<file path="src/sv/slfr_pkg.sv">
// Shared types and constants of the sync/length framed byte receiver.
`default_nettype none
package slfr_pkg;

	// Default payload store depth
	localparam int MAX_PAYLOAD_DEF = 64;

	// Register reset values
	localparam logic [7:0]  SYNC_FIRST_RST   = 8'hAB;
	localparam logic [7:0]  SYNC_SECOND_RST  = 8'hCD;
	localparam logic [6:0]  LENGTH_LIMIT_RST = 7'd48;
	localparam logic [15:0] IDLE_TICKS_RST   = 16'd100;

	// Register map, one word each
	localparam int CFG_AW = 4;
	typedef enum logic [1:0] {
		REG_SYNC_FIRST   = 2'd0,
		REG_SYNC_SECOND  = 2'd1,
		REG_LENGTH_LIMIT = 2'd2,
		REG_IDLE_TICKS   = 2'd3
	} reg_idx_t;

	// Item kinds
	localparam logic FUNC_BYTE = 1'b0;
	localparam logic FUNC_TICK = 1'b1;

	// Configuration seen by the parser
	typedef struct packed {
		logic [7:0]  sync_first;
		logic [7:0]  sync_second;
		logic [6:0]  length_limit;
		logic [15:0] idle_ticks;
	} cfg_t;

	// Frame completion handed from parser to drain
	typedef struct packed {
		logic       valid;
		logic [7:0] command;
		logic [6:0] length;
	} start_t;

	// Store address width for a given depth
	function automatic int addr_bits(input int depth);
		return (depth > 1) ? $clog2(depth) : 1;
	endfunction

endpackage
`default_nettype wire

</file>
<file path="src/sv/slfr_ram.sv">
// Generic single-port-write, single-port-read RAM with registered read.
`default_nettype none
module slfr_ram #(
	parameter int WIDTH = 8,
	parameter int DEPTH = 64,
	parameter int AW    = (DEPTH > 1) ? $clog2(DEPTH) : 1
) (
	input  wire logic             clk,
	input  wire logic             wr_en,
	input  wire logic [AW-1:0]    wr_addr,
	input  wire logic [WIDTH-1:0] wr_data,
	input  wire logic             rd_en,
	input  wire logic [AW-1:0]    rd_addr,
	output logic      [WIDTH-1:0] rd_data
);

	logic [WIDTH-1:0] mem_q [DEPTH];

	// Write port
	always_ff @(posedge clk) begin
		if (wr_en) begin
			mem_q[wr_addr] <= wr_data;
		end
	end

	// Read port, data holds until the next read
	always_ff @(posedge clk) begin
		if (rd_en) begin
			rd_data <= mem_q[rd_addr];
		end
	end

endmodule
`default_nettype wire

</file>
<file path="src/sv/slfr_parser.sv">
// Frame parser: sync/command/length tracking, idle timeout, payload writes.
`default_nettype none
module slfr_parser #(
	parameter int MAX_PAYLOAD = slfr_pkg::MAX_PAYLOAD_DEF,
	parameter int AW          = slfr_pkg::addr_bits(MAX_PAYLOAD)
) (
	input  wire logic                 clk,
	input  wire logic                 arst_n,
	input  wire slfr_pkg::cfg_t       cfg,
	input  wire logic                 accept,
	input  wire logic                 func,
	input  wire logic [7:0]           rx_byte,
	output logic                      wr_en,
	output logic      [AW-1:0]        wr_addr,
	output logic      [7:0]           wr_data,
	output slfr_pkg::start_t          start
);
	import slfr_pkg::*;

	typedef enum logic [2:0] {
		PH_SYNC1,
		PH_SYNC2,
		PH_CMD,
		PH_LEN,
		PH_DATA
	} phase_t;

	localparam logic [7:0] MAX_B = 8'(MAX_PAYLOAD);

	phase_t      phase_q;
	logic [7:0]  cmd_q;
	logic [6:0]  len_q;
	logic [6:0]  cnt_q;
	logic [15:0] idle_q;

	logic       is_byte;
	logic [7:0] limit;
	logic [6:0] cnt_inc;
	logic       data_done;

	assign is_byte   = accept && (func == FUNC_BYTE);
	assign limit     = ({1'b0, cfg.length_limit} < MAX_B) ? {1'b0, cfg.length_limit} : MAX_B;
	assign cnt_inc   = 7'(cnt_q + 7'd1);
	assign data_done = (cnt_inc >= len_q);

	// Payload store write, only below capacity
	assign wr_en   = is_byte && (phase_q == PH_DATA) && ({1'b0, cnt_q} < MAX_B);
	assign wr_addr = AW'(cnt_q);
	assign wr_data = rx_byte;

	// Completed frame goes to the drain
	always_comb begin
		start.valid   = 1'b0;
		start.command = cmd_q;
		start.length  = len_q;
		if (is_byte && (phase_q == PH_LEN) && (rx_byte == 8'd0)) begin
			start.valid  = 1'b1;
			start.length = 7'd0;
		end else if (is_byte && (phase_q == PH_DATA) && data_done) begin
			start.valid = 1'b1;
		end
	end

	// Frame state and idle timer
	always_ff @(posedge clk or negedge arst_n) begin
		if (!arst_n) begin
			phase_q <= PH_SYNC1;
			cmd_q   <= '0;
			len_q   <= '0;
			cnt_q   <= '0;
			idle_q  <= IDLE_TICKS_RST;
		end else if (accept && (func == FUNC_TICK)) begin
			if (idle_q < cfg.idle_ticks) begin
				idle_q <= 16'(idle_q + 16'd1);
				if (16'(idle_q + 16'd1) == cfg.idle_ticks) begin
					phase_q <= PH_SYNC1;
					cnt_q   <= '0;
				end
			end
		end else if (is_byte) begin
			idle_q <= '0;
			case (phase_q)
				PH_SYNC1: begin
					if (rx_byte == cfg.sync_first) begin
						phase_q <= PH_SYNC2;
					end
				end
				PH_SYNC2: begin
					if (rx_byte == cfg.sync_second) begin
						phase_q <= PH_CMD;
					end else begin
						phase_q <= PH_SYNC1;
						cnt_q   <= '0;
						idle_q  <= cfg.idle_ticks;
					end
				end
				PH_CMD: begin
					cmd_q   <= rx_byte;
					phase_q <= PH_LEN;
				end
				PH_LEN: begin
					if (rx_byte == 8'd0) begin
						len_q   <= '0;
						phase_q <= PH_SYNC1;
						cnt_q   <= '0;
						idle_q  <= cfg.idle_ticks;
					end else if (rx_byte <= limit) begin
						len_q   <= rx_byte[6:0];
						cnt_q   <= '0;
						phase_q <= PH_DATA;
					end else begin
						phase_q <= PH_SYNC1;
						cnt_q   <= '0;
						idle_q  <= cfg.idle_ticks;
					end
				end
				PH_DATA: begin
					cnt_q <= cnt_inc;
					if (data_done) begin
						phase_q <= PH_SYNC1;
						cnt_q   <= '0;
						idle_q  <= cfg.idle_ticks;
					end
				end
				default: begin
					phase_q <= PH_SYNC1;
				end
			endcase
		end
	end

endmodule
`default_nettype wire

</file>
<file path="src/sv/slfr_drain.sv">
// Frame drain: reads the store; one result per byte, or per empty frame.
`default_nettype none
module slfr_drain #(
	parameter int MAX_PAYLOAD = slfr_pkg::MAX_PAYLOAD_DEF,
	parameter int AW          = slfr_pkg::addr_bits(MAX_PAYLOAD)
) (
	input  wire logic            clk,
	input  wire logic            arst_n,
	input  wire slfr_pkg::start_t start,
	output logic                 rd_en,
	output logic     [AW-1:0]    rd_addr,
	input  wire logic [7:0]      rd_data,
	output logic                 busy,
	output logic                 out_valid,
	input  wire logic            out_ready,
	output logic     [7:0]       command,
	output logic     [6:0]       payload_length,
	output logic                 has_payload,
	output logic     [5:0]       payload_index,
	output logic     [7:0]       payload_byte,
	output logic                 last
);
	import slfr_pkg::*;

	// Read sequencer
	logic       active_q;
	logic [6:0] idx_q;
	logic [6:0] len_q;
	logic [7:0] cmd_q;
	logic [6:0] idx_inc;

	// Stage 1: RAM output register holds the byte
	logic       valid_s1;
	logic       has_s1;
	logic [6:0] idx_s1;
	logic       last_s1;

	logic move;

	assign idx_inc = 7'(idx_q + 7'd1);
	assign move    = valid_s1 && (!out_valid || out_ready);
	assign rd_en   = active_q && (!valid_s1 || move);
	assign rd_addr = AW'(idx_q);
	assign busy    = active_q || valid_s1 || out_valid;

	// Sequencer and stage 1 control
	always_ff @(posedge clk or negedge arst_n) begin
		if (!arst_n) begin
			active_q <= 1'b0;
			idx_q    <= '0;
			len_q    <= '0;
			cmd_q    <= '0;
			valid_s1 <= 1'b0;
			has_s1   <= 1'b0;
			idx_s1   <= '0;
			last_s1  <= 1'b0;
		end else if (start.valid) begin
			cmd_q    <= start.command;
			len_q    <= start.length;
			idx_q    <= '0;
			active_q <= (start.length != 7'd0);
			// empty frame goes straight to stage 1 with no read
			if (start.length == 7'd0) begin
				valid_s1 <= 1'b1;
				has_s1   <= 1'b0;
				idx_s1   <= '0;
				last_s1  <= 1'b1;
			end
		end else if (rd_en) begin
			idx_q    <= idx_inc;
			active_q <= (idx_inc != len_q);
			valid_s1 <= 1'b1;
			has_s1   <= 1'b1;
			idx_s1   <= idx_q;
			last_s1  <= (idx_inc == len_q);
		end else if (move) begin
			valid_s1 <= 1'b0;
		end
	end

	// Output register
	always_ff @(posedge clk or negedge arst_n) begin
		if (!arst_n) begin
			out_valid      <= 1'b0;
			command        <= '0;
			payload_length <= '0;
			has_payload    <= 1'b0;
			payload_index  <= '0;
			payload_byte   <= '0;
			last           <= 1'b0;
		end else if (move) begin
			out_valid      <= 1'b1;
			command        <= cmd_q;
			payload_length <= len_q;
			has_payload    <= has_s1;
			payload_index  <= idx_s1[5:0];
			payload_byte   <= has_s1 ? rd_data : 8'd0;
			last           <= last_s1;
		end else if (out_ready) begin
			out_valid <= 1'b0;
		end
	end

endmodule
`default_nettype wire

</file>
<file path="src/sv/sync_length_frame_receiver_unit.sv">
// Top level: register port, input handshake, parser, payload store and drain.
// The first result of a frame passes the read sequencer, the store read register
// (stage 1) and the output register after its final byte is accepted; an empty
// frame skips the store read. Results then follow one per cycle while out_ready is high.
// A byte or tick is taken whenever offered; input is held off while a frame drains.
// Reset (arst_n low) restores register defaults and the parser; the store is not cleared.
`default_nettype none
module sync_length_frame_receiver_unit #(
	parameter int MAX_PAYLOAD = slfr_pkg::MAX_PAYLOAD_DEF
) (
	input  wire logic                        clk,
	input  wire logic                        arst_n,
	// Register port
	input  wire logic                        psel,
	input  wire logic                        penable,
	input  wire logic                        pwrite,
	input  wire logic [slfr_pkg::CFG_AW-1:0] paddr,
	input  wire logic [31:0]                 pwdata,
	output logic      [31:0]                 prdata,
	output logic                             pready,
	// Input items
	input  wire logic                        in_valid,
	output logic                             in_ready,
	input  wire logic                        func,
	input  wire logic [7:0]                  rx_byte,
	// Results
	output logic                             out_valid,
	input  wire logic                        out_ready,
	output logic      [7:0]                  command,
	output logic      [6:0]                  payload_length,
	output logic                             has_payload,
	output logic      [5:0]                  payload_index,
	output logic      [7:0]                  payload_byte,
	output logic                             last
);
	import slfr_pkg::*;

	localparam int AW = addr_bits(MAX_PAYLOAD);

	cfg_t     cfg_q;
	reg_idx_t reg_idx;
	start_t   start;
	logic     busy;
	logic     accept;
	logic          wr_en;
	logic [AW-1:0] wr_addr;
	logic [7:0]    wr_data;
	logic          rd_en;
	logic [AW-1:0] rd_addr;
	logic [7:0]    rd_data;

	assign pready  = 1'b1;
	assign reg_idx = reg_idx_t'(paddr[3:2]);

	// Register writes
	always_ff @(posedge clk or negedge arst_n) begin
		if (!arst_n) begin
			cfg_q.sync_first   <= SYNC_FIRST_RST;
			cfg_q.sync_second  <= SYNC_SECOND_RST;
			cfg_q.length_limit <= LENGTH_LIMIT_RST;
			cfg_q.idle_ticks   <= IDLE_TICKS_RST;
		end else if (psel && penable && pwrite && pready) begin
			case (reg_idx)
				REG_SYNC_FIRST:   cfg_q.sync_first   <= pwdata[7:0];
				REG_SYNC_SECOND:  cfg_q.sync_second  <= pwdata[7:0];
				REG_LENGTH_LIMIT: cfg_q.length_limit <= pwdata[6:0];
				REG_IDLE_TICKS:   cfg_q.idle_ticks   <= pwdata[15:0];
				default: ;
			endcase
		end
	end

	// Register reads
	always_comb begin
		case (reg_idx)
			REG_SYNC_FIRST:   prdata = {24'd0, cfg_q.sync_first};
			REG_SYNC_SECOND:  prdata = {24'd0, cfg_q.sync_second};
			REG_LENGTH_LIMIT: prdata = {25'd0, cfg_q.length_limit};
			REG_IDLE_TICKS:   prdata = {16'd0, cfg_q.idle_ticks};
			default:          prdata = '0;
		endcase
	end

	// Input transfer
	assign in_ready = !busy;
	assign accept   = in_valid && in_ready;

	slfr_parser #(
		.MAX_PAYLOAD (MAX_PAYLOAD),
		.AW          (AW)
	) u_parser (
		.clk     (clk),
		.arst_n  (arst_n),
		.cfg     (cfg_q),
		.accept  (accept),
		.func    (func),
		.rx_byte (rx_byte),
		.wr_en   (wr_en),
		.wr_addr (wr_addr),
		.wr_data (wr_data),
		.start   (start)
	);

	slfr_ram #(
		.WIDTH (8),
		.DEPTH (MAX_PAYLOAD),
		.AW    (AW)
	) u_store (
		.clk     (clk),
		.wr_en   (wr_en),
		.wr_addr (wr_addr),
		.wr_data (wr_data),
		.rd_en   (rd_en),
		.rd_addr (rd_addr),
		.rd_data (rd_data)
	);

	slfr_drain #(
		.MAX_PAYLOAD (MAX_PAYLOAD),
		.AW          (AW)
	) u_drain (
		.clk            (clk),
		.arst_n         (arst_n),
		.start          (start),
		.rd_en          (rd_en),
		.rd_addr        (rd_addr),
		.rd_data        (rd_data),
		.busy           (busy),
		.out_valid      (out_valid),
		.out_ready      (out_ready),
		.command        (command),
		.payload_length (payload_length),
		.has_payload    (has_payload),
		.payload_index  (payload_index),
		.payload_byte   (payload_byte),
		.last           (last)
	);

endmodule
`default_nettype wire

</file>
<file path="config.mk">
export PLATFORM = sky130hd
export DESIGN_NAME = sync_length_frame_receiver_unit
export DESIGN_NICKNAME = d
export VERILOG_FILES = /design/src/sv/slfr_pkg.sv /design/src/sv/slfr_ram.sv /design/src/sv/slfr_parser.sv /design/src/sv/slfr_drain.sv /design/src/sv/sync_length_frame_receiver_unit.sv
export SDC_FILE = /design/constraint.sdc
export NUM_CORES = 1
export LEC_CHECK = 0
export ABC_AREA = 1
export BUFFER_PORTS_ARGS = -buffer_cell sky130_fd_sc_hd__buf_2
export CORE_MARGIN = 10
export CORE_UTILIZATION = 41
export CTS_CLUSTER_DIAMETER = 80
export CTS_CLUSTER_SIZE = 16
export DETAILED_ROUTE_END_ITERATION = 8
export SETUP_SLACK_MARGIN = 0.3
export SYNTH_ARGS = -nofsm -noshare
export SYNTH_HDL_FRONTEND = slang
export SYNTH_SLANG_ARGS = --single-unit
export TNS_END_PERCENT = 30
</file>
<file path="constraint.sdc">
create_clock -name clk -period 2.6 [get_ports clk]
set_input_delay 0.26 -clock clk [delete_from_list [all_inputs] [get_ports clk]]
set_output_delay 0.26 -clock clk [all_outputs]
set_load 0.005 [all_outputs]
</file>
==> results.yml <==
timing:
  setup_violations: 0
  whs_ns: 0.01401
  grt_setup_unrepaired: "yes"
  max_slew_margin: 0.4562
  fmax_mhz: 397.6
  clock_skew_ns: 0.02984
  setup_tns_ns: 0
  drv_slew: 0
  period_needed_ns: 2.515
  fin_crit_sh: 0.9674
  finalHoldViolCount: 0
  setup_ws_ns: 0.08482
  tightestPinTransition_ns: 0.8157
global_routing:
  grt_pass1_wl_um: 120200
  antenna_found_initial: 6
  grt_use_total: 0.1893
  grt_max_degree: 69
  grt_pass1_vias: 19930
  globalRouteOverflowTotal: 0
clock_network:
  clk_pin_slew_ns: 0.08
  cts_tree: "built"
  htree_levels: 2
  clock-sinks: 664
  clk_path_buf_depth: 3
  clkLatencyLatePin_ns: 0.62
  cts_root_buffer: "clkbuf_16"
  cts_buffers: 48
layout:
  fill_cells: 6130
  register_area_um2: 19250
  nets: 2861
  finalNonFillerCells: 3729
  layout-drive-gt1-share: 0.1630
  postLayoutCellArea_um2: 33300
  multi_input_area_um2: 8642
  final_cell_mix: "edfxtp_1, nand2_1, nor2_1, o21ai_0, dfrtp_1"
  mostFrequentLayoutCell: "edfxtp_1"
  diodes: 0
  area_growth_pct: 16.39
yosys:
  synth_area_leaders: "edfxtp_1, dfrtp_1, o21ai_0"
  synth_seq_area_share: 0.6726
  synth_cell_type_count: 46
  syn_area_per_cell_um2: 11.03
  ys_ff_latch: 664
  yosys_warnings: 0
  yosysTopAreaCell: "edfxtp_1"
  syn_area_um2: 28610
  syn_inst: 2594
  netlist.area_leader.share: 0.5458
die:
  rows: 96
  die_area_um2: 80740
  start_util: 0.4157
  die_width_um: 284.2
  core_region_area_um2: 68830
  ios: 118
  die_y_um: 284.2
power:
  p_leak_uw: 0.01225
  p_per_area_nw_per_um2: 913.0
  peakVddDrop_uv: 566.9
drt:
  antenna_left: 0
  dr.first_iter.drc_count: 1947
  firstDrtPassIters: 6
  viasPerCell: 5.451
  drc: 0
  wl_per_cell_um: 21.13
  via_count: 20330
  routed_wl_um: 78790
worst_setup_path:
  worstSetupPathType: "flop to flop"
  startpoint_type: "flop"
  cp-end-kind: "flop"
  critPathMaxStageDelay_ns: 0.39
  slowest_stage: "dfrtp_1"
  path_cells: "ha_2 > nand3_2 > nor2_2 > xnor2_1 > inv_1 > ha_4 > a21oi_2 > o21a_1 > o221ai_4 > nand2_2 > nand3_4 > buf_12 > buf_16 > nand3_2 > a31oi_1"
  arrival_ns: 3.00
  path_common_cell: "nand3_2"
  worstPathRequired_ns: 3.08
  worstPathMaxFanout: 8
placement:
  dp_hpwl_um: 50630
  gp_congestion: 0.8623
  dp_slack_ns: 0.04351
  dp.cells: 3630
  place_area_um2: 31110
  port_buffers: 82
job:
  maxCapViolCount: 0
min_path:
  hold_path.class: "primary input to flop"
outcome:
  status: "finished, final reports clean"
[repair_timing]
action / in CTS / in global routing
hold endpoints to repair: 77 / 0
hold buffers: 16 / 0
pin swaps: 23 / 36
setup endpoints to repair: 287 / 582
buffers inserted: 5 / 3
cloned: 3 / 0
gates resized for setup: 52 / 106
[state kept, by name (all words and copies together) (netlist names), 3 cells and up]
register and flops:
cfg_q 39, u_drain.cmd_q 8, u_drain.command 8, u_drain.idx_q 7, u_drain.idx_s1 6, u_drain.len_q 7
u_drain.payload_byte 8, u_drain.payload_index 6, u_drain.payload_length 7, u_parser.cmd_q 8, u_parser.cnt_q 7, u_parser.idle_q 16
u_parser.len_q 7, u_parser.phase_q 3, u_store.mem_q 512, u_store.rd_data 8
[Yosys cell counts (all sizes together)]
| master | instances |
|---|---|
| o221ai | 50 |
| conb | 2 |
| dfrtp | 126 |
| ha | 33 |
| and3 | 1 |
| nor4 | 2 |
| o31ai | 2 |
| xor2 | 9 |
| clkinv | 6 |
| a22o | 1 |
| edfxtp | 520 |
| o21a | 3 |
| inv | 131 |
| xnor2 | 19 |
| o2111ai | 6 |
| o21ai | 353 |
| a21oi | 30 |
| mux2 | 1 |
| buf | 43 |
| o22ai | 92 |
| nand4 | 55 |
| nand3 | 125 |
| o41ai | 1 |
| o211ai | 17 |
| a31oi | 12 |
| clkbuf | 108 |
| nor3 | 8 |
| o21bai | 3 |
| nor2 | 406 |
| dfstp | 18 |
| a22oi | 1 |
| nand2 | 410 |
[cell families (layout without fill, tap and decap cells)]
group	count (synthesis)	after routing	share of synthesized area
mux	1	1	0.0003936
other cells	2	17	0.0002625
buf+inv	288	477	0.04120
fa+ha+maj	33	33	0.01443
flops	664	664	0.6726
simple gates	1007	1007	0.1481
xor+xnor	28	28	0.008572
compound gates	571	571	0.1145
[critical path: cells and delay by family, from the launching register on]
kind,cells,cell delay (ns)
adders and majority gates,2,0.45
and+or+nand+nor,5,0.50
xor gates and xnor gates,1,0.12
AOI/OAI and AO/OA,4,0.55
buffers and inverters,3,0.39
DFF,1,0.39
[metal layers]
layer,up-vias,track usage,routed length (um)
li1,9556,-,-
met1,10030,0.2485,33160
met5,-,0,0
met4,0,0.05755,2093
met3,121,0.02705,4410
met2,619,0.3210,39120
[metrics by stage]
stage,total power [uW],util
3_5_place_dp,22810,0.4520
3_3_place_gp,22610,0.4520
4_1_cts,30220,0.4780
5_1_grt,32030,0.4838
2_1_floorplan,18680,-
6_report,30400,0.4838
[area by class of cell]
| class | instances | area share |
|---|---|---|
| Sequential cell | 664 | 0.5782 |
| Multi-Input combinational cell | 1657 | 0.2595 |
| Timing Repair Buffer | 267 | 0.06944 |
| Clock buffer | 66 | 0.03908 |
| Tap cell | 931 | 0.03498 |
| Inverter | 137 | 0.01661 |
| Clock inverter | 6 | 0.002067 |
| Timing Repair inverter | 1 | 0.0001127 |
[power by group]
group          total (uW)  switching (uW)  internal (uW)
clock network        7130            3620           3510
logic               10600            6930           3650
registers           12700             583          12100
[path summary, 6_finish.rpt]
check | startpoint | end | slack [ns] | depth (start not counted)
worst min-delay path | pwdata[6] | cfg_q[29] | 0.01 | 3
max in group asynchronous | arst_n | cfg_q[34] | 1.64 | 3
worst max-delay path | u_parser.cnt_q[1] | u_parser.idle_q[8] | 0.08 | 15
worst min register to register | u_parser.cmd_q[1] | u_drain.cmd_q[1] | 0.48 | 2
min in group asynchronous | arst_n | u_drain.payload_byte[4] | 0.15 | 2
worst max register to register | u_parser.cnt_q[1] | u_parser.idle_q[8] | 0.08 | 15
Power figures use the tool's default switching activity.
